**src/xrt_pkg.sv**
```systemverilog
package xrt_pkg;

  localparam int unsigned NumSlots = 3;

  localparam logic [1:0] KIND_CONTENT = 2'd0;
  localparam logic [1:0] KIND_TAG     = 2'd1;
  localparam logic [1:0] KIND_ATTR    = 2'd2;
  localparam logic [1:0] KIND_VALUE   = 2'd3;

  localparam logic [3:0] REC_NONE    = 4'd0;
  localparam logic [3:0] REC_HEADER  = 4'd1;
  localparam logic [3:0] REC_DOCTYPE = 4'd2;
  localparam logic [3:0] REC_COMMENT = 4'd3;
  localparam logic [3:0] REC_CDATA   = 4'd4;
  localparam logic [3:0] REC_TEXT    = 4'd5;
  localparam logic [3:0] REC_START   = 4'd6;
  localparam logic [3:0] REC_FULL    = 4'd7;
  localparam logic [3:0] REC_END     = 4'd8;
  localparam logic [3:0] REC_EOF     = 4'd9;
  localparam logic [3:0] REC_ERROR   = 4'd10;

  localparam logic [3:0] ERR_NONE        = 4'd0;
  localparam logic [3:0] ERR_MARKUP      = 4'd1;
  localparam logic [3:0] ERR_HEADER_GT   = 4'd2;
  localparam logic [3:0] ERR_DOCTYPE_GT  = 4'd3;
  localparam logic [3:0] ERR_COMMENT_GT  = 4'd4;
  localparam logic [3:0] ERR_CDATA_RB    = 4'd5;
  localparam logic [3:0] ERR_TAG_NAME    = 4'd6;
  localparam logic [3:0] ERR_ATTR_NAME   = 4'd7;
  localparam logic [3:0] ERR_SLASH       = 4'd8;
  localparam logic [3:0] ERR_EQUAL       = 4'd9;
  localparam logic [3:0] ERR_VALUE       = 4'd10;
  localparam logic [3:0] ERR_EARLY_END   = 4'd11;
  localparam logic [3:0] ERR_CDATA_END   = 4'd12;

  localparam logic [2:0] KwLen = 3'd7;

  typedef enum logic [21:0] {
    S_WAIT        = 22'd1 << 0,
    S_TEXT        = 22'd1 << 1,
    S_LT          = 22'd1 << 2,
    S_BANG        = 22'd1 << 3,
    S_BANG_DASH   = 22'd1 << 4,
    S_KW_DOC      = 22'd1 << 5,
    S_KW_CDATA    = 22'd1 << 6,
    S_HEADER      = 22'd1 << 7,
    S_HEADER_Q    = 22'd1 << 8,
    S_DOCTYPE     = 22'd1 << 9,
    S_DOCMARKUP   = 22'd1 << 10,
    S_DOCMARKUP_RB= 22'd1 << 11,
    S_COMMENT     = 22'd1 << 12,
    S_CDATA       = 22'd1 << 13,
    S_ENDTAG      = 22'd1 << 14,
    S_TAGNAME     = 22'd1 << 15,
    S_ATTR_WAIT   = 22'd1 << 16,
    S_ATTR_NAME   = 22'd1 << 17,
    S_EQUAL       = 22'd1 << 18,
    S_VALUE_WAIT  = 22'd1 << 19,
    S_VALUE       = 22'd1 << 20,
    S_SLASH       = 22'd1 << 21
  } pstate_t;

  typedef struct packed {
    pstate_t    state;
    logic [2:0] kw_pos;
    logic [1:0] held;
    logic [7:0] quote;
  } pctx_t;

  typedef struct packed {
    logic [1:0] kind;
    logic [7:0] data;
    logic       valid;
    logic       rec_end;
    logic [3:0] rtype;
    logic [3:0] err;
  } result_t;

  function automatic logic [7:0] kw_doctype(input logic [2:0] i);
    unique case (i)
      3'd0: return "D";
      3'd1: return "O";
      3'd2: return "C";
      3'd3: return "T";
      3'd4: return "Y";
      3'd5: return "P";
      3'd6: return "E";
      default: return 8'h00;
    endcase
  endfunction

  function automatic logic [7:0] kw_cdata(input logic [2:0] i);
    unique case (i)
      3'd0: return "[";
      3'd1: return "C";
      3'd2: return "D";
      3'd3: return "A";
      3'd4: return "T";
      3'd5: return "A";
      3'd6: return "[";
      default: return 8'h00;
    endcase
  endfunction

  function automatic logic is_blank(input logic [7:0] b);
    return b == 8'h20 || b == 8'h09 || b == 8'h0A || b == 8'h0D;
  endfunction

  function automatic logic is_alpha(input logic [7:0] b);
    return (b >= "A" && b <= "Z") || (b >= "a" && b <= "z");
  endfunction

  function automatic logic name_start(input logic [7:0] b);
    return is_alpha(b) || b == "_" || b == ":";
  endfunction

  function automatic logic name_char(input logic [7:0] b);
    return is_alpha(b) || (b >= "0" && b <= "9") || b == "." || b == "-" ||
           b == "_" || b == ":";
  endfunction

  function automatic logic name_term(input logic [7:0] b);
    return is_blank(b) || b == "=" || b == 8'h00 || b == "/" || b == ">";
  endfunction

endpackage

```
**src/xrt_step.sv**
```systemverilog
module xrt_step
  import xrt_pkg::*;
(
  input  pctx_t                     ctx,
  input  logic [7:0]                b,
  input  logic                      eot,
  output pctx_t                     ctx_nxt,
  output result_t [NumSlots-1:0]    res,
  output logic [1:0]                res_cnt
);

  localparam pctx_t CtxIdle = '{state: S_WAIT, kw_pos: 3'd0, held: 2'd0, quote: 8'h00};

  function automatic result_t mk(input logic [1:0] kind, input logic [7:0] data,
                                 input logic valid, input logic rec_end,
                                 input logic [3:0] rtype, input logic [3:0] err);
    result_t r;
    r.kind    = kind;
    r.data    = valid ? data : 8'h00;
    r.valid   = valid;
    r.rec_end = rec_end;
    r.rtype   = rtype;
    r.err     = err;
    return r;
  endfunction

  always_comb begin
    ctx_nxt = ctx;
    res     = '0;
    res_cnt = 2'd0;
    if (eot) begin
      if (ctx.state == S_WAIT) res[0] = mk(KIND_CONTENT, 8'h00, 1'b0, 1'b1, REC_EOF, ERR_NONE);
      else res[0] = mk(KIND_CONTENT, 8'h00, 1'b0, 1'b1, REC_ERROR, ERR_EARLY_END);
      res_cnt = 2'd1;
      ctx_nxt = CtxIdle;
    end else begin
      unique case (ctx.state)
        S_TEXT: begin
          if (b == "<") begin
            res[0] = mk(KIND_CONTENT, 8'h00, 1'b0, 1'b1, REC_TEXT, ERR_NONE);
            res_cnt = 2'd1;
            ctx_nxt = CtxIdle;
            ctx_nxt.state = S_LT;
          end else begin
            res[0] = mk(KIND_CONTENT, b, 1'b1, 1'b0, REC_NONE, ERR_NONE);
            res_cnt = 2'd1;
          end
        end
        S_LT: begin
          if (b == "?") ctx_nxt.state = S_HEADER;
          else if (b == "/") ctx_nxt.state = S_ENDTAG;
          else if (b == "!") ctx_nxt.state = S_BANG;
          else if (name_start(b)) begin
            res[0] = mk(KIND_TAG, b, 1'b1, 1'b0, REC_NONE, ERR_NONE);
            res_cnt = 2'd1;
            ctx_nxt.state = S_TAGNAME;
          end else begin
            res[0] = mk(KIND_CONTENT, 8'h00, 1'b0, 1'b1, REC_ERROR, ERR_MARKUP);
            res_cnt = 2'd1;
            ctx_nxt = CtxIdle;
          end
        end
        S_BANG: begin
          if (b == "-") ctx_nxt.state = S_BANG_DASH;
          else if (b == "D") begin
            ctx_nxt.state = S_KW_DOC;
            ctx_nxt.kw_pos = 3'd1;
          end else if (b == "[") begin
            ctx_nxt.state = S_KW_CDATA;
            ctx_nxt.kw_pos = 3'd1;
          end else begin
            res[0] = mk(KIND_CONTENT, 8'h00, 1'b0, 1'b1, REC_ERROR, ERR_MARKUP);
            res_cnt = 2'd1;
            ctx_nxt = CtxIdle;
          end
        end
        S_BANG_DASH: begin
          if (b == "-") begin
            ctx_nxt.state = S_COMMENT;
            ctx_nxt.held = 2'd0;
          end else begin
            res[0] = mk(KIND_CONTENT, 8'h00, 1'b0, 1'b1, REC_ERROR, ERR_MARKUP);
            res_cnt = 2'd1;
            ctx_nxt = CtxIdle;
          end
        end
        S_KW_DOC: begin
          if (ctx.kw_pos < KwLen && b == kw_doctype(ctx.kw_pos)) begin
            ctx_nxt.kw_pos = ctx.kw_pos + 3'd1;
          end else if (ctx.kw_pos == KwLen && is_blank(b)) begin
            ctx_nxt.state = S_DOCTYPE;
            ctx_nxt.kw_pos = 3'd0;
          end else begin
            res[0] = mk(KIND_CONTENT, 8'h00, 1'b0, 1'b1, REC_ERROR, ERR_MARKUP);
            res_cnt = 2'd1;
            ctx_nxt = CtxIdle;
          end
        end
        S_KW_CDATA: begin
          if (ctx.kw_pos < KwLen && b == kw_cdata(ctx.kw_pos)) begin
            ctx_nxt.kw_pos = ctx.kw_pos + 3'd1;
            if (ctx.kw_pos == KwLen - 3'd1) begin
              ctx_nxt.state = S_CDATA;
              ctx_nxt.kw_pos = 3'd0;
              ctx_nxt.held = 2'd0;
            end
          end else begin
            res[0] = mk(KIND_CONTENT, 8'h00, 1'b0, 1'b1, REC_ERROR, ERR_MARKUP);
            res_cnt = 2'd1;
            ctx_nxt = CtxIdle;
          end
        end
        S_HEADER: begin
          if (b == "?") ctx_nxt.state = S_HEADER_Q;
          else begin
            res[0] = mk(KIND_CONTENT, b, 1'b1, 1'b0, REC_NONE, ERR_NONE);
            res_cnt = 2'd1;
          end
        end
        S_HEADER_Q: begin
          if (b == ">") res[0] = mk(KIND_CONTENT, 8'h00, 1'b0, 1'b1, REC_HEADER, ERR_NONE);
          else res[0] = mk(KIND_CONTENT, 8'h00, 1'b0, 1'b1, REC_ERROR, ERR_HEADER_GT);
          res_cnt = 2'd1;
          ctx_nxt = CtxIdle;
        end
        S_DOCTYPE: begin
          res_cnt = 2'd1;
          if (b == "[") begin
            res[0] = mk(KIND_CONTENT, 8'h00, 1'b0, 1'b1, REC_NONE, ERR_NONE);
            ctx_nxt.state = S_DOCMARKUP;
          end else if (b == ">") begin
            res[0] = mk(KIND_CONTENT, 8'h00, 1'b0, 1'b1, REC_DOCTYPE, ERR_NONE);
            ctx_nxt = CtxIdle;
          end else begin
            res[0] = mk(KIND_CONTENT, b, 1'b1, 1'b0, REC_NONE, ERR_NONE);
          end
        end
        S_DOCMARKUP: begin
          if (b == "]") ctx_nxt.state = S_DOCMARKUP_RB;
          else begin
            res[0] = mk(KIND_CONTENT, b, 1'b1, 1'b0, REC_NONE, ERR_NONE);
            res_cnt = 2'd1;
          end
        end
        S_DOCMARKUP_RB: begin
          if (b == ">") res[0] = mk(KIND_CONTENT, 8'h00, 1'b0, 1'b1, REC_DOCTYPE, ERR_NONE);
          else res[0] = mk(KIND_CONTENT, 8'h00, 1'b0, 1'b1, REC_ERROR, ERR_DOCTYPE_GT);
          res_cnt = 2'd1;
          ctx_nxt = CtxIdle;
        end
        S_COMMENT: begin
          if (ctx.held >= 2'd2) begin
            if (b == ">") res[0] = mk(KIND_CONTENT, 8'h00, 1'b0, 1'b1, REC_COMMENT, ERR_NONE);
            else res[0] = mk(KIND_CONTENT, 8'h00, 1'b0, 1'b1, REC_ERROR, ERR_COMMENT_GT);
            res_cnt = 2'd1;
            ctx_nxt = CtxIdle;
          end else if (ctx.held == 2'd1) begin
            if (b == "-") ctx_nxt.held = 2'd2;
            else begin
              // release the held dash ahead of this byte
              res[0] = mk(KIND_CONTENT, "-", 1'b1, 1'b0, REC_NONE, ERR_NONE);
              res[1] = mk(KIND_CONTENT, b, 1'b1, 1'b0, REC_NONE, ERR_NONE);
              res_cnt = 2'd2;
              ctx_nxt.held = 2'd0;
            end
          end else if (b == "-") ctx_nxt.held = 2'd1;
          else begin
            res[0] = mk(KIND_CONTENT, b, 1'b1, 1'b0, REC_NONE, ERR_NONE);
            res_cnt = 2'd1;
          end
        end
        S_CDATA: begin
          if (ctx.held >= 2'd2) begin
            if (b == ">") res[0] = mk(KIND_CONTENT, 8'h00, 1'b0, 1'b1, REC_CDATA, ERR_NONE);
            else res[0] = mk(KIND_CONTENT, 8'h00, 1'b0, 1'b1, REC_ERROR, ERR_CDATA_END);
            res_cnt = 2'd1;
            ctx_nxt = CtxIdle;
          end else if (ctx.held == 2'd1) begin
            if (b == "]") ctx_nxt.held = 2'd2;
            else begin
              res[0] = mk(KIND_CONTENT, 8'h00, 1'b0, 1'b1, REC_ERROR, ERR_CDATA_RB);
              res_cnt = 2'd1;
              ctx_nxt = CtxIdle;
            end
          end else if (b == "]") ctx_nxt.held = 2'd1;
          else begin
            res[0] = mk(KIND_CONTENT, b, 1'b1, 1'b0, REC_NONE, ERR_NONE);
            res_cnt = 2'd1;
          end
        end
        S_ENDTAG: begin
          res_cnt = 2'd1;
          if (b == ">") begin
            res[0] = mk(KIND_CONTENT, 8'h00, 1'b0, 1'b1, REC_END, ERR_NONE);
            ctx_nxt = CtxIdle;
          end else res[0] = mk(KIND_TAG, b, 1'b1, 1'b0, REC_NONE, ERR_NONE);
        end
        S_TAGNAME, S_ATTR_WAIT: begin
          if (ctx.state == S_TAGNAME && name_char(b)) begin
            res[0] = mk(KIND_TAG, b, 1'b1, 1'b0, REC_NONE, ERR_NONE);
            res_cnt = 2'd1;
          end else if (ctx.state == S_TAGNAME && !name_term(b)) begin
            res[0] = mk(KIND_CONTENT, 8'h00, 1'b0, 1'b1, REC_ERROR, ERR_TAG_NAME);
            res_cnt = 2'd1;
            ctx_nxt = CtxIdle;
          end else begin
            // a closing tag name emits its field close, then the byte is
            // taken as the first token after the name
            logic [1:0] k;
            k = (ctx.state == S_TAGNAME) ? 2'd1 : 2'd0;
            if (ctx.state == S_TAGNAME)
              res[0] = mk(KIND_TAG, 8'h00, 1'b0, 1'b1, REC_NONE, ERR_NONE);
            res_cnt = k;
            if (is_blank(b)) ctx_nxt.state = S_ATTR_WAIT;
            else if (b == "/") ctx_nxt.state = S_SLASH;
            else if (b == ">") begin
              res[k] = mk(KIND_CONTENT, 8'h00, 1'b0, 1'b1, REC_START, ERR_NONE);
              res_cnt = k + 2'd1;
              ctx_nxt = CtxIdle;
            end else if (name_start(b)) begin
              res[k] = mk(KIND_ATTR, b, 1'b1, 1'b0, REC_NONE, ERR_NONE);
              res_cnt = k + 2'd1;
              ctx_nxt.state = S_ATTR_NAME;
            end else begin
              res[k] = mk(KIND_CONTENT, 8'h00, 1'b0, 1'b1, REC_ERROR, ERR_ATTR_NAME);
              res_cnt = k + 2'd1;
              ctx_nxt = CtxIdle;
            end
          end
        end
        S_ATTR_NAME: begin
          if (name_char(b)) begin
            res[0] = mk(KIND_ATTR, b, 1'b1, 1'b0, REC_NONE, ERR_NONE);
            res_cnt = 2'd1;
          end else if (name_term(b)) begin
            res[0] = mk(KIND_ATTR, 8'h00, 1'b0, 1'b1, REC_NONE, ERR_NONE);
            res_cnt = 2'd1;
            if (b == "=") ctx_nxt.state = S_VALUE_WAIT;
            else if (is_blank(b)) ctx_nxt.state = S_EQUAL;
            else begin
              res[1] = mk(KIND_CONTENT, 8'h00, 1'b0, 1'b1, REC_ERROR, ERR_EQUAL);
              res_cnt = 2'd2;
              ctx_nxt = CtxIdle;
            end
          end else begin
            res[0] = mk(KIND_CONTENT, 8'h00, 1'b0, 1'b1, REC_ERROR, ERR_ATTR_NAME);
            res_cnt = 2'd1;
            ctx_nxt = CtxIdle;
          end
        end
        S_EQUAL: begin
          if (b == "=") ctx_nxt.state = S_VALUE_WAIT;
          else if (!is_blank(b)) begin
            res[0] = mk(KIND_CONTENT, 8'h00, 1'b0, 1'b1, REC_ERROR, ERR_EQUAL);
            res_cnt = 2'd1;
            ctx_nxt = CtxIdle;
          end
        end
        S_VALUE_WAIT: begin
          if (b == 8'h22 || b == 8'h27) begin
            ctx_nxt.quote = b;
            ctx_nxt.state = S_VALUE;
          end else if (!is_blank(b)) begin
            res[0] = mk(KIND_CONTENT, 8'h00, 1'b0, 1'b1, REC_ERROR, ERR_VALUE);
            res_cnt = 2'd1;
            ctx_nxt = CtxIdle;
          end
        end
        S_VALUE: begin
          res_cnt = 2'd1;
          if (b == ctx.quote) begin
            res[0] = mk(KIND_VALUE, 8'h00, 1'b0, 1'b1, REC_NONE, ERR_NONE);
            ctx_nxt.quote = 8'h00;
            ctx_nxt.state = S_ATTR_WAIT;
          end else res[0] = mk(KIND_VALUE, b, 1'b1, 1'b0, REC_NONE, ERR_NONE);
        end
        S_SLASH: begin
          if (b == ">") res[0] = mk(KIND_CONTENT, 8'h00, 1'b0, 1'b1, REC_FULL, ERR_NONE);
          else res[0] = mk(KIND_CONTENT, 8'h00, 1'b0, 1'b1, REC_ERROR, ERR_SLASH);
          res_cnt = 2'd1;
          ctx_nxt = CtxIdle;
        end
        default: begin
          // waiting: skip blanks, open markup or start text
          if (b == "<") ctx_nxt.state = S_LT;
          else if (!is_blank(b)) begin
            res[0] = mk(KIND_CONTENT, b, 1'b1, 1'b0, REC_NONE, ERR_NONE);
            res_cnt = 2'd1;
            ctx_nxt.state = S_TEXT;
          end
        end
      endcase
    end
  end

endmodule

```
**src/xrt_resq.sv**
```systemverilog
module xrt_resq
  import xrt_pkg::*;
(
  input  logic                   clk,
  input  logic                   rst_n,
  input  logic                   load,
  input  result_t [NumSlots-1:0] load_res,
  input  logic [1:0]             load_cnt,
  output logic                   can_load,
  output logic                   res_valid,
  input  logic                   res_ready,
  output result_t                res_head,
  output logic                   res_last
);

  result_t [NumSlots-1:0] slot_r;
  logic [1:0] cnt_r, cnt_nxt;
  logic [1:0] rd_r, rd_nxt;
  logic [2:0] rd_inc;

  assign rd_inc    = {1'b0, rd_r} + 3'd1;
  assign res_valid = rd_r != cnt_r;
  assign res_last  = rd_inc == {1'b0, cnt_r};
  assign res_head  = slot_r[rd_r];
  // free once the final result of the current item goes out
  assign can_load  = !res_valid || (res_ready && res_last);

  always_comb begin
    cnt_nxt = cnt_r;
    rd_nxt  = rd_r;
    if (res_valid && res_ready) rd_nxt = rd_inc[1:0];
    if (load) begin
      cnt_nxt = load_cnt;
      rd_nxt  = 2'd0;
    end
  end

  always_ff @(posedge clk) begin
    if (!rst_n) begin
      cnt_r <= 2'd0;
      rd_r  <= 2'd0;
    end else begin
      cnt_r <= cnt_nxt;
      rd_r  <= rd_nxt;
    end
    if (load) slot_r <= load_res;
  end

endmodule

```
**src/xml_record_tokenizer_core.sv**
```systemverilog
// XML record tokenizer.
// Input channel: in_byte / in_end_of_text with in_valid / in_ready; one text
// byte per transfer, in_end_of_text marks the end of the document.
// Result channel: out_* fields with out_valid / out_ready. Each byte gives
// zero, one or two results (content bytes tagged by kind, field closes,
// record closes, error codes); out_last_result flags the final one.
// Latency: the first result of a byte appears on the cycle after its
// transfer. Throughput: one byte per cycle while each byte yields at most
// one result and the receiver takes each result; the single result register
// drains one result per transfer, so a byte with two results holds the
// input until both are taken. Bytes that give no result pass at one per cycle.
// Reset (rst_n low, synchronous) returns the parser to waiting for markup
// or text and empties the result register.
// When the receiver stalls, results hold in the result register and
// in_ready drops once the current byte's results are not all taken.
module xml_record_tokenizer_core
  import xrt_pkg::*;
(
  input  logic       clk,
  input  logic       rst_n,
  input  logic       in_valid,
  output logic       in_ready,
  input  logic [7:0] in_byte,
  input  logic       in_end_of_text,
  output logic       out_valid,
  input  logic       out_ready,
  output logic [1:0] out_data_kind,
  output logic [7:0] out_data_byte,
  output logic       out_byte_valid,
  output logic       out_record_end,
  output logic [3:0] out_record_type,
  output logic [3:0] out_error_code,
  output logic       out_last_result
);

  pctx_t ctx_r, ctx_nxt;
  result_t [NumSlots-1:0] step_res;
  logic [1:0] step_cnt;
  logic in_xfer;
  result_t head;

  assign in_xfer = in_valid && in_ready;

  // one parser transition per accepted byte
  xrt_step u_step (
    .ctx     (ctx_r),
    .b       (in_byte),
    .eot     (in_end_of_text),
    .ctx_nxt (ctx_nxt),
    .res     (step_res),
    .res_cnt (step_cnt)
  );

  always_ff @(posedge clk) begin
    if (!rst_n) begin
      ctx_r <= '{state: S_WAIT, kw_pos: 3'd0, held: 2'd0, quote: 8'h00};
    end else if (in_xfer) begin
      ctx_r <= ctx_nxt;
    end
  end

  // result register: drain this byte's results one transfer at a time
  xrt_resq u_resq (
    .clk       (clk),
    .rst_n     (rst_n),
    .load      (in_xfer),
    .load_res  (step_res),
    .load_cnt  (step_cnt),
    .can_load  (in_ready),
    .res_valid (out_valid),
    .res_ready (out_ready),
    .res_head  (head),
    .res_last  (out_last_result)
  );

  assign out_data_kind   = head.kind;
  assign out_data_byte   = head.data;
  assign out_byte_valid  = head.valid;
  assign out_record_end  = head.rec_end;
  assign out_record_type = head.rtype;
  assign out_error_code  = head.err;

`ifndef SYNTHESIS
  a_accept_drained: assert property (@(posedge clk) disable iff (!rst_n)
    in_valid && in_ready |-> !out_valid || (out_ready && out_last_result))
    else $error("byte taken while earlier results pending");
  a_result_nonempty: assert property (@(posedge clk) disable iff (!rst_n)
    out_valid |-> out_byte_valid || out_record_end)
    else $error("result carries neither byte nor close");
  a_err_only_on_error: assert property (@(posedge clk) disable iff (!rst_n)
    out_valid |-> ((out_error_code != ERR_NONE) == (out_record_type == REC_ERROR)))
    else $error("error code and record type disagree");
`endif

endmodule

```
**config.mk**
```make
export PLATFORM = sky130hd
export DESIGN_NAME = xml_record_tokenizer_core
export DESIGN_NICKNAME = d
export VERILOG_FILES = /design/src/xrt_pkg.sv /design/src/xrt_step.sv /design/src/xrt_resq.sv /design/src/xml_record_tokenizer_core.sv
export SDC_FILE = /design/constraint.sdc
export NUM_CORES = 1
export LEC_CHECK = 0
export BUFFER_PORTS_ARGS = -buffer_cell sky130_fd_sc_hd__buf_4
export CAP_MARGIN = 10
export CORE_UTILIZATION = 39
export CTS_CLUSTER_SIZE = 10
export DETAILED_ROUTE_END_ITERATION = 6
export MAX_ROUTING_LAYER = met4
export SLEW_MARGIN = 30
export SYNTH_ARGS = -nofsm -noshare
export SYNTH_HDL_FRONTEND = slang
export SYNTH_SLANG_ARGS = --single-unit
```
**constraint.sdc**
```tcl
create_clock -name clk -period 6.1 [get_ports clk]
set_input_delay 1.22 -clock clk [delete_from_list [all_inputs] [get_ports clk]]
set_output_delay 1.22 -clock clk [all_outputs]
set_load 0.01 [all_outputs]
```
After elaboration in Yosys (flattened, before gate mapping)
Index checks and enable logic that the tools add are counted.
{"block": "classes", "n_eq_ne": 84, "n_mux": 174, "n_bitwise": 8, "div": 0, "magnitude_cmp": 11, "reduce_logical": 46, "shift": 0, "multipliers": 0, "addsub": 3}
{"operator": "$mux 20", "n": 30}
{"operator": "$pmux 20 s20", "n": 1}
{"operator": "$pmux 22 s18", "n": 1}
{"operator": "$mux 22", "n": 15}
{"operator": "$mux 35", "n": 8}
{"operator": "$mux 18", "n": 10}
{"operator": "$mux 13", "n": 13}
{"operator": "$mux 8", "n": 16}
{"operator": "$pmux 8 s16", "n": 1}
{"operator": "$mux 60", "n": 2}
{"operator": "$mux 25", "n": 4}
{"operator": "$eq 8x6->1 const B", "n": 12}
{"operator": "$mux 40", "n": 2}
{"operator": "$mux 19", "n": 4}
{"operator": "$pmux 5 s15", "n": 1}
{"operator": "$mux 9", "n": 7}
{"operator": "$bwmux 60", "n": 1}
{"operator": "$pmux 20 s3", "n": 1}
{"operator": "$mux 27", "n": 2}
{"operator": "$mux 2", "n": 26}
{"operator": "$and 17x51->51", "n": 1}
{"operator": "$not 51->51", "n": 1}
{"operator": "$mux 10", "n": 5}
{"operator": "$pmux 7 s7", "n": 1}
{"operator": "81 further kinds", "n": 161}
{"block": "word_totals", "out_inout_bits": 23, "register_bits": 99, "rom_bits": 0, "mem_bits_rw": 0, "latch_bits": 0, "elab_cells": 350, "memories": 0, "input_bits": 13}

Depth between registers and ports, before layout
Gate-level depths: netlist of the first run.
{"block": "depth", "word_depth": 23, "depth_mapped": 13, "depth_no_buf": 10}

Modules after synthesis
From an unflattened synthesis of the first run, not the netlist that was laid out.
{"block": "hier_totals", "cells_unflattened": 990, "area_unflattened_um2": 8142.8}
{"module": "xrt_step", "area_per_inst_um2": 4194.0, "cells_each": 671, "n_inst": 1, "seq_area_each_um2": 0.0}
{"module": "xrt_resq", "area_per_inst_um2": 2479.9, "cells_each": 158, "n_inst": 1, "seq_area_each_um2": 1881.8}
{"module": "xml_record_tokenizer_core", "area_per_inst_um2": 1468.9, "cells_each": 161, "n_inst": 1, "seq_area_each_um2": 700.7}

Least setup slack after synthesis of the first run
OpenSTA, ideal clock, no wires.
{"block": "synth_timing", "kind": "input -> register", "startpoint": "input port in_byte[0]", "endpoint": "register u_resq.slot_r[7] (netlist bit) (data pin)", "t_required_ns": 5.828, "path_buffers": 1, "cell_stages": 7, "setup_ns": 0.272, "arrival_time_ns": 3.454, "setup_slack_ns": 2.374, "path_cell_list": "buf_2 or4b_1 a2111oi_1 o211ai_1 a32o_1 nand3b_1 or4_1"}
{"block": "synth_via", "elab_chain_len": 14, "word_cells_on_any_way": 90, "classes_between": "6 x order compare; 21 x eq/ne; 37 x mux; 26 x reduce/logical"}
{"item": "from (decl)", "line": "xml_record_tokenizer_core.sv:23", "rtl": "input logic [7:0] in_byte,"}
{"item": "parallel branches: the longest is 12 deep, another holds $ge 8x7->1"}
{"item": "$pmux 20 s20 *", "line": "xrt_step.sv:37", "rtl": "unique case (ctx.state)"}
{"item": "$mux 20 *", "line": "xrt_step.sv:31", "rtl": "if (eot) begin"}
{"item": "to (signal assigned)", "line": "xrt_resq.sv:46", "rtl": "if (load) slot_r <= load_res;"}
{"item": "to (decl)", "line": "xrt_resq.sv:16", "rtl": "result_t [NumSlots-1:0] slot_r;"}
Every way passes the cells marked *.
A chain may end at the register's enable or synchronous reset.

Final worst setup path of the first run
{"block": "layout_timing", "startpoint": "register u_resq.rd_r[1]", "endpoint": "register ctx_r[20] (netlist bit)"}
{"block": "layout_via", "elab_chain_len": 6, "word_cells_on_any_way": 8, "classes_between": "1 x add/sub; 2 x eq/ne; 5 x reduce/logical"}
{"item": "from (decl)", "line": "xrt_resq.sv:18", "rtl": "logic [1:0] rd_r, rd_nxt;"}
{"item": "from (signal assigned)", "line": "xrt_resq.sv:44", "rtl": "rd_r <= rd_nxt;"}
{"item": "$add 2x1->3", "line": "xrt_resq.sv:21", "rtl": "assign rd_inc = {1'b0, rd_r} + 3'd1;"}
{"item": "net u_resq.rd_inc[1]", "line": "xrt_resq.sv:19", "rtl": "logic [2:0] rd_inc;"}
{"item": "$eq 3x2->1", "line": "xrt_resq.sv:23", "rtl": "assign res_last = rd_inc == {1'b0, cnt_r};"}
{"item": "$logic_and 1x1->1", "line": "xrt_resq.sv:26", "rtl": "assign can_load = !res_valid || (res_ready && res_last);"}
{"item": "$logic_or 1x1->1", "line": "xrt_resq.sv:26"}
{"item": "$logic_and 1x1->1", "line": "xml_record_tokenizer_core.sv:42", "rtl": "assign in_xfer = in_valid && in_ready;"}
{"item": "$reduce_and 13->1 (no line)"}
{"item": "to (signal assigned)", "line": "xml_record_tokenizer_core.sv:56", "rtl": "ctx_r <= '{state: S_WAIT, kw_pos: 3'd0, held: 2'd0, quote: 8'h00};"}
{"item": "to (signal assigned)", "line": "xml_record_tokenizer_core.sv:58", "rtl": "ctx_r <= ctx_nxt;"}
{"item": "to (decl)", "line": "xml_record_tokenizer_core.sv:36", "rtl": "pctx_t ctx_r, ctx_nxt;"}
The timed path passes the listed nets, and every way through them passes these cells.

==> flow_metrics.env, run 1 <==
export IMPL_critPathSlowestCell="dfxtp_1"
export IMPL_worst_pin_slew_ps=945
export IMPL_grt_max_degree=34
export IMPL_slew_headroom_pct=36.4
export IMPL_cp_cell_sequence="ha_1 > or3b_1 > mux2_2 > mux2i_1 > nor4bb_1 > a21boi_2 > o41ai_4 > or4_4 > o22ai_1"
export IMPL_yosys_mux_area_fraction_pct=2.97
export IMPL_required_ps=6380
export IMPL_slew_viol_final=0
export IMPL_startpoint_type="flip-flop"
export IMPL_synth_xor_area_share_pct=2.68
export IMPL_final_cells=1051
export IMPL_finalCriticalPeriod_ps=4430
export IMPL_syn_area_sq_um=6530
export IMPL_r2r_cells=9
export IMPL_hold_ws_ps=476
export IMPL_grt_usage_pct=29.3
export IMPL_ir_drop_mv=0.137
export IMPL_finalWirelength_mm=24.4
export IMPL_hp_class="reg2reg"
export IMPL_cts_root_buf="clkbuf_16"
export IMPL_clk_pin_slew_worst_paths_ps=60
export IMPL_leakage_uw=0.00261
export IMPL_core_sq_um=16100
export IMPL_cpLargestDelayFamily="simple AND/OR/NAND/NOR gates"
export IMPL_cts_hold_buf=0
export IMPL_ys_seq_area_share_pct=28.1
export IMPL_die_area_sq_um=17300
export IMPL_routedWlPerCell_microns=23.2
export IMPL_synthSimpleGateAreaFrac_pct=36.8
export IMPL_die_w_microns=131
export IMPL_drtIter0Drc=982
export IMPL_grt_pass1_wl_mm=37.8
export IMPL_drive_gt1_share_pct=12.1
export IMPL_hold_violations=0
export IMPL_clkSinkCount=74
export IMPL_setup_ws_ps=1670
export IMPL_ioPinCount=36
export IMPL_layout_commonest_cell="nand2_1"
export IMPL_rsz0062_at_grt="no"
export IMPL_yosysUniqueCellTypes=100
export IMPL_vias=6966
export IMPL_detailed_place_hpwl_mm=18.6
export IMPL_die_y_microns=131
export IMPL_syn_to_final_growth_pct=10.4
export IMPL_ys_ff_latch=74
export IMPL_finClkSkew_ps=12.7
export IMPL_final_cell_mix="nand2_1, nor2_1, buf_4, nor3_1, dfxtp_1"
export IMPL_period_share_pct=72.6
export IMPL_drt_pass1_iter_count=7
export IMPL_setup_violations_final=0
export IMPL_synth_compound_area_share_pct=22.4
export IMPL_htree_levels=3
export IMPL_worst_setup_path_end_kind="flip-flop"
export IMPL_synthAdderAreaFrac_pct=1.53
export IMPL_num_rows=46
export IMPL_grt_ovfl_total=0
export IMPL_fmax_mhz=226
export IMPL_regToRegEndpoint="ctx_r[20]$_SDFFE_PN0P_"
export IMPL_antenna_found_initial=0
export IMPL_globalplace_congestion=1.05
export IMPL_critPathBufInv=0
export IMPL_diodes=0
export IMPL_syn_num_nets=846
export IMPL_drc=0
export IMPL_postCtsSetupRepairBufs=0
export IMPL_numCtsBuffers=9
export IMPL_final_cell_area_sq_um=7210
export IMPL_initial_core_util_pct=40.5
export IMPL_cts_repair_resized=0
export IMPL_drv_cap=0
export IMPL_synth_ff_type="dfxtp_1"
export IMPL_cts_max_path_buffers=2
export IMPL_grt_pass1_vias=6295
export IMPL_nets=851
export IMPL_worstSkewPairLatency_ps=360
export IMPL_vias_per_cell=6.63
export IMPL_ant_nets=0
export IMPL_power_per_cell_area_nw_per_um2=185
export IMPL_startpoint="u_resq.rd_r[1]$_SDFFE_PP0P_"
export IMPL_critPathMaxFanout=25
export IMPL_r2r_setup_slack_ps=1670
export IMPL_synthArstFlopShare_pct=0
export IMPL_fin_tns_setup_ps=0
export IMPL_r2r_start="u_resq.rd_r[1]$_SDFFE_PP0P_"
export IMPL_place_area_sq_um=6900
export IMPL_placed_cells=1035
export IMPL_cts_tree="done"
export IMPL_io_buffers=35
export IMPL_endpoint="ctx_r[20]$_SDFFE_PN0P_"
export IMPL_status="finished, final reports clean"
export IMPL_arrival_ps=4700
export IMPL_critPathKind="reg2reg"
export IMPL_netlist_instances=825
export IMPL_syn_area_per_cell_sq_um=7.91
export IMPL_cp_depth=9
export IMPL_critical_path_max_stage_delay_ps=870
export IMPL_ys_warnings_count=0
export IMPL_dp_slack_ps=1720
export IMPL_synth_edf_count=35
export IMPL_synth_top_family_by_area="simple AND/OR/NAND/NOR gates"
## through the flow
step,util (%),power [uW]
6_report,44.7,1330
5_1_grt,44.7,1380
4_1_cts,44.7,1350
3_5_place_dp,42.8,776
3_3_place_gp,42.7,776
2_1_floorplan,-,701
## synth_stat cells (16+ instances only)
cell      number  area, sq um
a21oi_1       37          185
and2_1        18          113
buf_2         17         85.1
clkbuf_1      22         82.6
dfxtp_1       39          781
edfxtp_1      35         1050
inv_1         29          109
mux2i_1       16          160
nand2_1       78          293
nand3_1       35          175
nand4_1       26          163
nor2_1        69          259
nor2b_1       18          113
nor3_1        43          215
nor4_1        23          144
o21ai_0       33          165
o22ai_1       20          125
or4_1         17          128
## layer usage
layer	part of all wire (%)	GRT usage, %	vias up
li1	-	-	3189
met1	42	38.6	3264
met2	43	41.9	418
met3	9.9	5.59	95
met4	5.3	16.8	0
met5	0	-	-
## final cells by class
class                   count  area (sq um)
fillers                  1638          8910
multi-input cells         672          4360
flip-flops and latches     74          1830
repair buffers             44           330
well taps                 216           270
clock buffers               9           225
inverters                  29           109
clock inverters             7          83.8
## flip-flops by register name, summed over array words and instances (netlist names)
signal	count
ctx_r	35
u_resq.cnt_r	2
u_resq.rd_r	2
u_resq.slot_r	35
## power by group
part           internal [uW]  total [uW]  switching (uW)
Combinational           79.2         216             137
Sequential               544         553            9.12
Clock                    324         565             240
## how the worst min path moves through the flow
stage,endpoint,slack (ps),cells past startpoint,start
2_1_floorplan,ctx_r[1]$_SDFFE_PN0P_,450,1,ctx_r[1]$_SDFFE_PN0P_
3_3_place_gp,ctx_r[1]$_SDFFE_PN0P_,460,1,ctx_r[1]$_SDFFE_PN0P_
3_5_place_dp,ctx_r[5]$_SDFFE_PN0P_,460,1,ctx_r[5]$_SDFFE_PN0P_
4_1_cts,ctx_r[5]$_SDFFE_PN0P_,480,1,ctx_r[5]$_SDFFE_PN0P_
5_1_grt,ctx_r[6]$_SDFFE_PN0P_,500,1,ctx_r[6]$_SDFFE_PN0P_
6_report,ctx_r[5]$_SDFFE_PN0P_,480,1,ctx_r[5]$_SDFFE_PN0P_
## cells by family after synthesis
group | after synthesis
AO/OA/AOI/OAI | 200
XOR/XNOR | 20
adder cells (fa/ha/maj) | 8
buffers and inverters | 79
flip-flops | 74
multiplexers | 19
other | 1
AND/OR/NAND/NOR | 424
Note: power is estimated with default switching activity, not from simulation.
==> run 2, diff against run 1 <==
==> constraint.sdc (replaced) <==
create_clock -name clk -period 4.1 [get_ports clk]
set_input_delay 0.82 -clock clk [delete_from_list [all_inputs] [get_ports clk]]
set_output_delay 0.82 -clock clk [all_outputs]
set_load 0.01 [all_outputs]
==> run 2 against run 1 <==
  * Critical path type unchanged
  * First-iteration DRC count increased by 19%
  * Final area increased by 3.1%
  * Clock skew decreased by 4.3 ps
  * Utilization increased by 1.4 points
  * Setup slack got worse by 1400 ps
  * Critical path depth unchanged
==> flow_metrics.env, run 2 (synthesized netlist as in run 1, its figures left out) <==
export IMPL_critPathKind="reg2reg"
export IMPL_dp_slack_ps=379
export IMPL_grt_pass1_vias=6384
export IMPL_multi_input_area_sq_um=4340
export IMPL_clkSinkCount=74
export IMPL_layout_commonest_cell="nand2_1"
export IMPL_ir_drop_mv=0.198
export IMPL_routedWlPerCell_microns=23.0
export IMPL_hold_ws_ps=483
export IMPL_drt_pass1_iter_count=7
export IMPL_fmax_mhz=262
export IMPL_antenna_found_initial=0
export IMPL_grt_max_degree=37
export IMPL_critPathMaxFanout=12
export IMPL_hp_class="reg2reg"
export IMPL_final_cell_mix="nand2_1, buf_4, nor2_1, nor3_1, dfxtp_1"
export IMPL_grt_usage_pct=29.9
export IMPL_total_power_uw=1990
export IMPL_vias=7103
export IMPL_finalCriticalPeriod_ps=3810
export IMPL_die_y_microns=131
export IMPL_postCtsSetupRepairBufs=0
export IMPL_slew_headroom_pct=36.9
export IMPL_diodes=0
export IMPL_cts_max_path_buffers=2
export IMPL_final_cells=1083
export IMPL_worstSkewPairLatency_ps=360
export IMPL_cts_root_buf="clkbuf_16"
export IMPL_drive_gt1_share_pct=15.0
export IMPL_cts_repair_resized=0
export IMPL_finalWirelength_mm=24.9
export IMPL_ioPinCount=36
export IMPL_power_per_cell_area_nw_per_um2=267
export IMPL_core_sq_um=16100
export IMPL_hold_violations=0
export IMPL_rsz0062_at_grt="no"
export IMPL_grt_pass1_wl_mm=38.4
export IMPL_setup_ws_ps=290
export IMPL_nets=883
export IMPL_worst_setup_path_end_kind="flip-flop"
export IMPL_leakage_uw=0.00276
export IMPL_slew_viol_final=0
export IMPL_grt_ovfl_total=0
export IMPL_seqCellArea_sq_um=1830
export IMPL_detailed_place_hpwl_mm=19.2
export IMPL_initial_core_util_pct=40.5
export IMPL_die_area_sq_um=17300
export IMPL_drv_cap=0
export IMPL_clk_pin_slew_worst_paths_ps=60
export IMPL_numCtsBuffers=9
export IMPL_num_rows=46
export IMPL_ant_nets=0
export IMPL_cts_tree="done"
export IMPL_period_share_pct=92.9
export IMPL_io_buffers=35
export IMPL_status="finished, final reports clean"
export IMPL_syn_to_final_growth_pct=13.9
export IMPL_finClkSkew_ps=8.42
export IMPL_arrival_ps=3900
export IMPL_placed_cells=1067
export IMPL_startpoint_type="flip-flop"
export IMPL_fin_tns_setup_ps=0
export IMPL_globalplace_congestion=1.08
export IMPL_setup_violations_final=0
export IMPL_htree_levels=3
export IMPL_die_w_microns=131
export IMPL_top_regs="ctx_r (35), u_resq.slot_r (35)"
export IMPL_worst_pin_slew_ps=939
export IMPL_cts_hold_buf=0
export IMPL_drc=0
export IMPL_drtIter0Drc=1168
export IMPL_vias_per_cell=6.56
export IMPL_num_fill_cells=1630
export IMPL_required_ps=4190
## run 2: changes by cell type in the layout (fill, tap and decap cells not counted), sizes merged
| cell | delta |
|---|---|
| buf | +32 |
| clkinv | +1 |
| inv | -1 |
## run 2: through the flow
| stage | util (%) | cell area, sq um |
|---|---|---|
| 2_1_floorplan | - | 6530 |
| 3_3_place_gp | 44.2 | 7120 |
| 3_5_place_dp | 44.2 | 7120 |
| 4_1_cts | 46.1 | 7430 |
| 5_1_grt | 46.1 | 7430 |
| 6_report | 46.1 | 7430 |
## run 2: layout make-up
type / instances / area share (%)
inverters: 29 / 1.46
repair buffers: 76 / 7.68
clock buffers: 9 / 3.03
clock inverters: 7 / 1.13
well taps: 216 / 3.64
multi-input cells: 672 / 58.4
flip-flops and latches: 74 / 24.6
## run 2: power by group
part           total, uW  switching (uW)  internal (uW)
registers            822            13.2            809
logic                329             204            125
clock network        836             354            482
## run 2: final timing paths
check                               from                        endpoint  slack [ps]  depth (start not counted)
setup / recovery  ctx_r[10]$_SDFFE_PN0P_  u_resq.slot_r[7]$_SDFFCE_PP1P_         290                          9
hold / removal     ctx_r[7]$_SDFFE_PN0P_           ctx_r[7]$_SDFFE_PN0P_         480                          1
setup reg to reg  ctx_r[10]$_SDFFE_PN0P_  u_resq.slot_r[7]$_SDFFCE_PP1P_         290                          9
hold reg to reg    ctx_r[7]$_SDFFE_PN0P_           ctx_r[7]$_SDFFE_PN0P_         480                          1
## run 2: worst max-delay path, cell delays in order, from the launching register on
cell and delay (ps):
dfxtp_1 460, inv_1 110, ha_1 350, nor2b_1 200, or4b_1 510, a2111oi_1 540, o211ai_1 280, a32o_1 360
nand3b_1 210, or4_1 520
## run 2: routing by layer
| layer | part of all wire [%] | global-route usage (%) | vias to the layer above |
|---|---|---|---|
| met3 | 9.9 | 6.25 | 102 |
| met4 | 5.1 | 14.0 | 0 |
| met5 | 0 | - | - |
| li1 | - | - | 3268 |
| met2 | 43 | 43.8 | 481 |
| met1 | 42 | 39.3 | 3252 |
==> run 3, diff against run 2 <==
--- a/config.mk
+++ b/config.mk
@@ -8,6 +8,7 @@
 export BUFFER_PORTS_ARGS = -buffer_cell sky130_fd_sc_hd__buf_4
 export CAP_MARGIN = 10
 export CORE_UTILIZATION = 39
+export CTS_BUF_LIST = sky130_fd_sc_hd__clkbuf_2
 export CTS_CLUSTER_SIZE = 10
 export DETAILED_ROUTE_END_ITERATION = 6
 export MAX_ROUTING_LAYER = met4
==> run 3 against run 2 <==
  * Die area unchanged
  * Flip-flop and latch count unchanged
  * Combinational power about the same
  * Global-route usage decreased by 0.33 points
  * Critical endpoint unchanged
  * Maximum frequency decreased by 0.17%
  * Clock power decreased by 44%
  * Clock skew increased by 29 ps
  * Worst hold slack got worse by 40 ps
  * Final area decreased by 2.4%
  * Register-to-register slack about the same
==> flow_metrics.env, run 3 (synthesized netlist as in run 1, its figures left out) <==
export IMPL_die_area_sq_um=17300
export IMPL_grt_pass1_wl_mm=38.0
export IMPL_fmax_mhz=262
export IMPL_drt_pass1_iter_count=6
export IMPL_finalCriticalPeriod_ps=3820
export IMPL_drive_gt1_share_pct=15.0
export IMPL_ioPinCount=36
export IMPL_vias=7047
export IMPL_endpoint="u_resq.slot_r[7]$_SDFFCE_PP1P_"
export IMPL_slew_headroom_pct=39.1
export IMPL_regToRegEndpoint="u_resq.slot_r[7]$_SDFFCE_PP1P_"
export IMPL_hold_violations=0
export IMPL_postCtsSetupRepairBufs=0
export IMPL_finClkSkew_ps=37.8
export IMPL_grt_usage_pct=29.6
export IMPL_drc=0
export IMPL_critPathKind="reg2reg"
export IMPL_status="finished, final reports clean"
export IMPL_num_rows=46
export IMPL_finalWirelength_mm=24.7
export IMPL_cts_repair_resized=0
export IMPL_leakage_uw=0.00269
export IMPL_die_w_microns=131
export IMPL_slew_viol_final=0
export IMPL_hp_class="in2reg"
export IMPL_initial_core_util_pct=40.5
export IMPL_r2r_setup_slack_ps=280
export IMPL_syn_to_final_growth_pct=11.1
export IMPL_power_per_cell_area_nw_per_um2=224
export IMPL_layout_commonest_cell="nand2_1"
export IMPL_top_regs="ctx_r (35), u_resq.slot_r (35)"
export IMPL_critical_path_max_stage_delay_ps=540
export IMPL_die_y_microns=131
export IMPL_startpoint="ctx_r[10]$_SDFFE_PN0P_"
export IMPL_cts_root_buf="clkbuf_2"
export IMPL_numCtsBuffers=9
export IMPL_critPathSlowestCell="a2111oi_1"
export IMPL_setup_violations_final=0
export IMPL_drv_cap=0
export IMPL_nets=883
export IMPL_grt_max_degree=37
export IMPL_final_cell_mix="nand2_1, buf_4, nor2_1, nor3_1, dfxtp_1"
export IMPL_clkSinkCount=74
export IMPL_worst_setup_path_end_kind="flip-flop"
export IMPL_cts_hold_buf=0
export IMPL_ant_nets=0
export IMPL_r2r_cells=9
export IMPL_place_area_sq_um=7120
export IMPL_vias_per_cell=6.50
export IMPL_grt_ovfl_total=0
export IMPL_htree_levels=3
export IMPL_final_cell_area_sq_um=7250
export IMPL_fin_tns_setup_ps=0
export IMPL_required_ps=4500
export IMPL_globalplace_congestion=1.08
export IMPL_routedWlPerCell_microns=22.8
export IMPL_rsz0062_at_grt="no"
export IMPL_grt_pass1_vias=6346
export IMPL_cts_max_path_buffers=2
export IMPL_worstSkewPairLatency_ps=650
export IMPL_r2r_start="ctx_r[10]$_SDFFE_PN0P_"
export IMPL_cts_tree="done"
export IMPL_startpoint_type="flip-flop"
export IMPL_period_share_pct=93.1
export IMPL_drtIter0Drc=1268
export IMPL_core_sq_um=16100
export IMPL_detailed_place_hpwl_mm=19.2
export IMPL_worst_pin_slew_ps=905
export IMPL_cp_cell_sequence="inv_1 > ha_1 > nor2b_1 > or4b_1 > a2111oi_1 > o211ai_1 > a32o_1 > nand3b_1 > or4_1"
export IMPL_arrival_ps=4220
export IMPL_clk_pin_slew_worst_paths_ps=240
export IMPL_ir_drop_mv=0.108
export IMPL_antenna_found_initial=1
export IMPL_io_buffers=35
export IMPL_critPathMaxFanout=12
-- run 3: changes by cell type in the layout (fill, tap and decap cells not counted), sizes merged --
cell,change
diode,+1
-- run 3: area by class of cell --
class	count	area, sq um
Inverter	29	109
Timing Repair Buffer	76	571
Sequential cell	74	1830
Clock buffer	9	45.0
Fill cell	1661	8860
Multi-Input combinational cell	672	4340
Clock inverter	7	83.8
Tap cell	216	270
Antenna cell	1	2.50
-- run 3: stage by stage --
stage	power, uW	instances	hold WS [ps]	setup WS, ps	util [%]
after floorplan	1040	825	447	774	-
after detailed placement	1160	1067	467	379	44.2
after CTS	1630	1083	448	304	45.0
after global placement	1160	1067	463	386	44.2
final	1620	1084	444	283	45.0
after global routing	1690	1084	447	43.3	45.0
-- run 3: metal layers --
layer	GRT usage, %	share of wire, %	vias to the layer above
li1	-	-	3258
met2	43.4	42	411
met4	16.1	5.8	0
met3	5.75	9.2	110
met1	38.3	43	3268
met5	-	0	-
-- run 3: worst min path at each step --
stage                     slack [ps]                           to  cells past startpoint                   from
after floorplan                  450        ctx_r[1]$_SDFFE_PN0P_                      1  ctx_r[1]$_SDFFE_PN0P_
after global placement           460        ctx_r[6]$_SDFFE_PN0P_                      1  ctx_r[6]$_SDFFE_PN0P_
after detailed placement         470        ctx_r[1]$_SDFFE_PN0P_                      1  ctx_r[1]$_SDFFE_PN0P_
after CTS                        450  u_resq.rd_r[1]$_SDFFE_PP0P_                      3              out_ready
after global routing             450  u_resq.rd_r[1]$_SDFFE_PP0P_                      3              out_ready
final                            440  u_resq.rd_r[1]$_SDFFE_PP0P_                      3              out_ready
-- run 3: worst max-delay path, delay by kind of cell (launching register included) --
| family | cells | cell delay, ps |
|---|---|---|
| flops | 1 | 520 |
| buf+inv | 1 | 110 |
| fa+ha+maj | 1 | 340 |
| compound gates | 3 | 1170 |
| simple gates | 4 | 1440 |
-- run 3: power by group --
group,internal (uW),switching [uW]
clock,152,319
sequential,810,13.0
combinational,125,204
total,1090,536
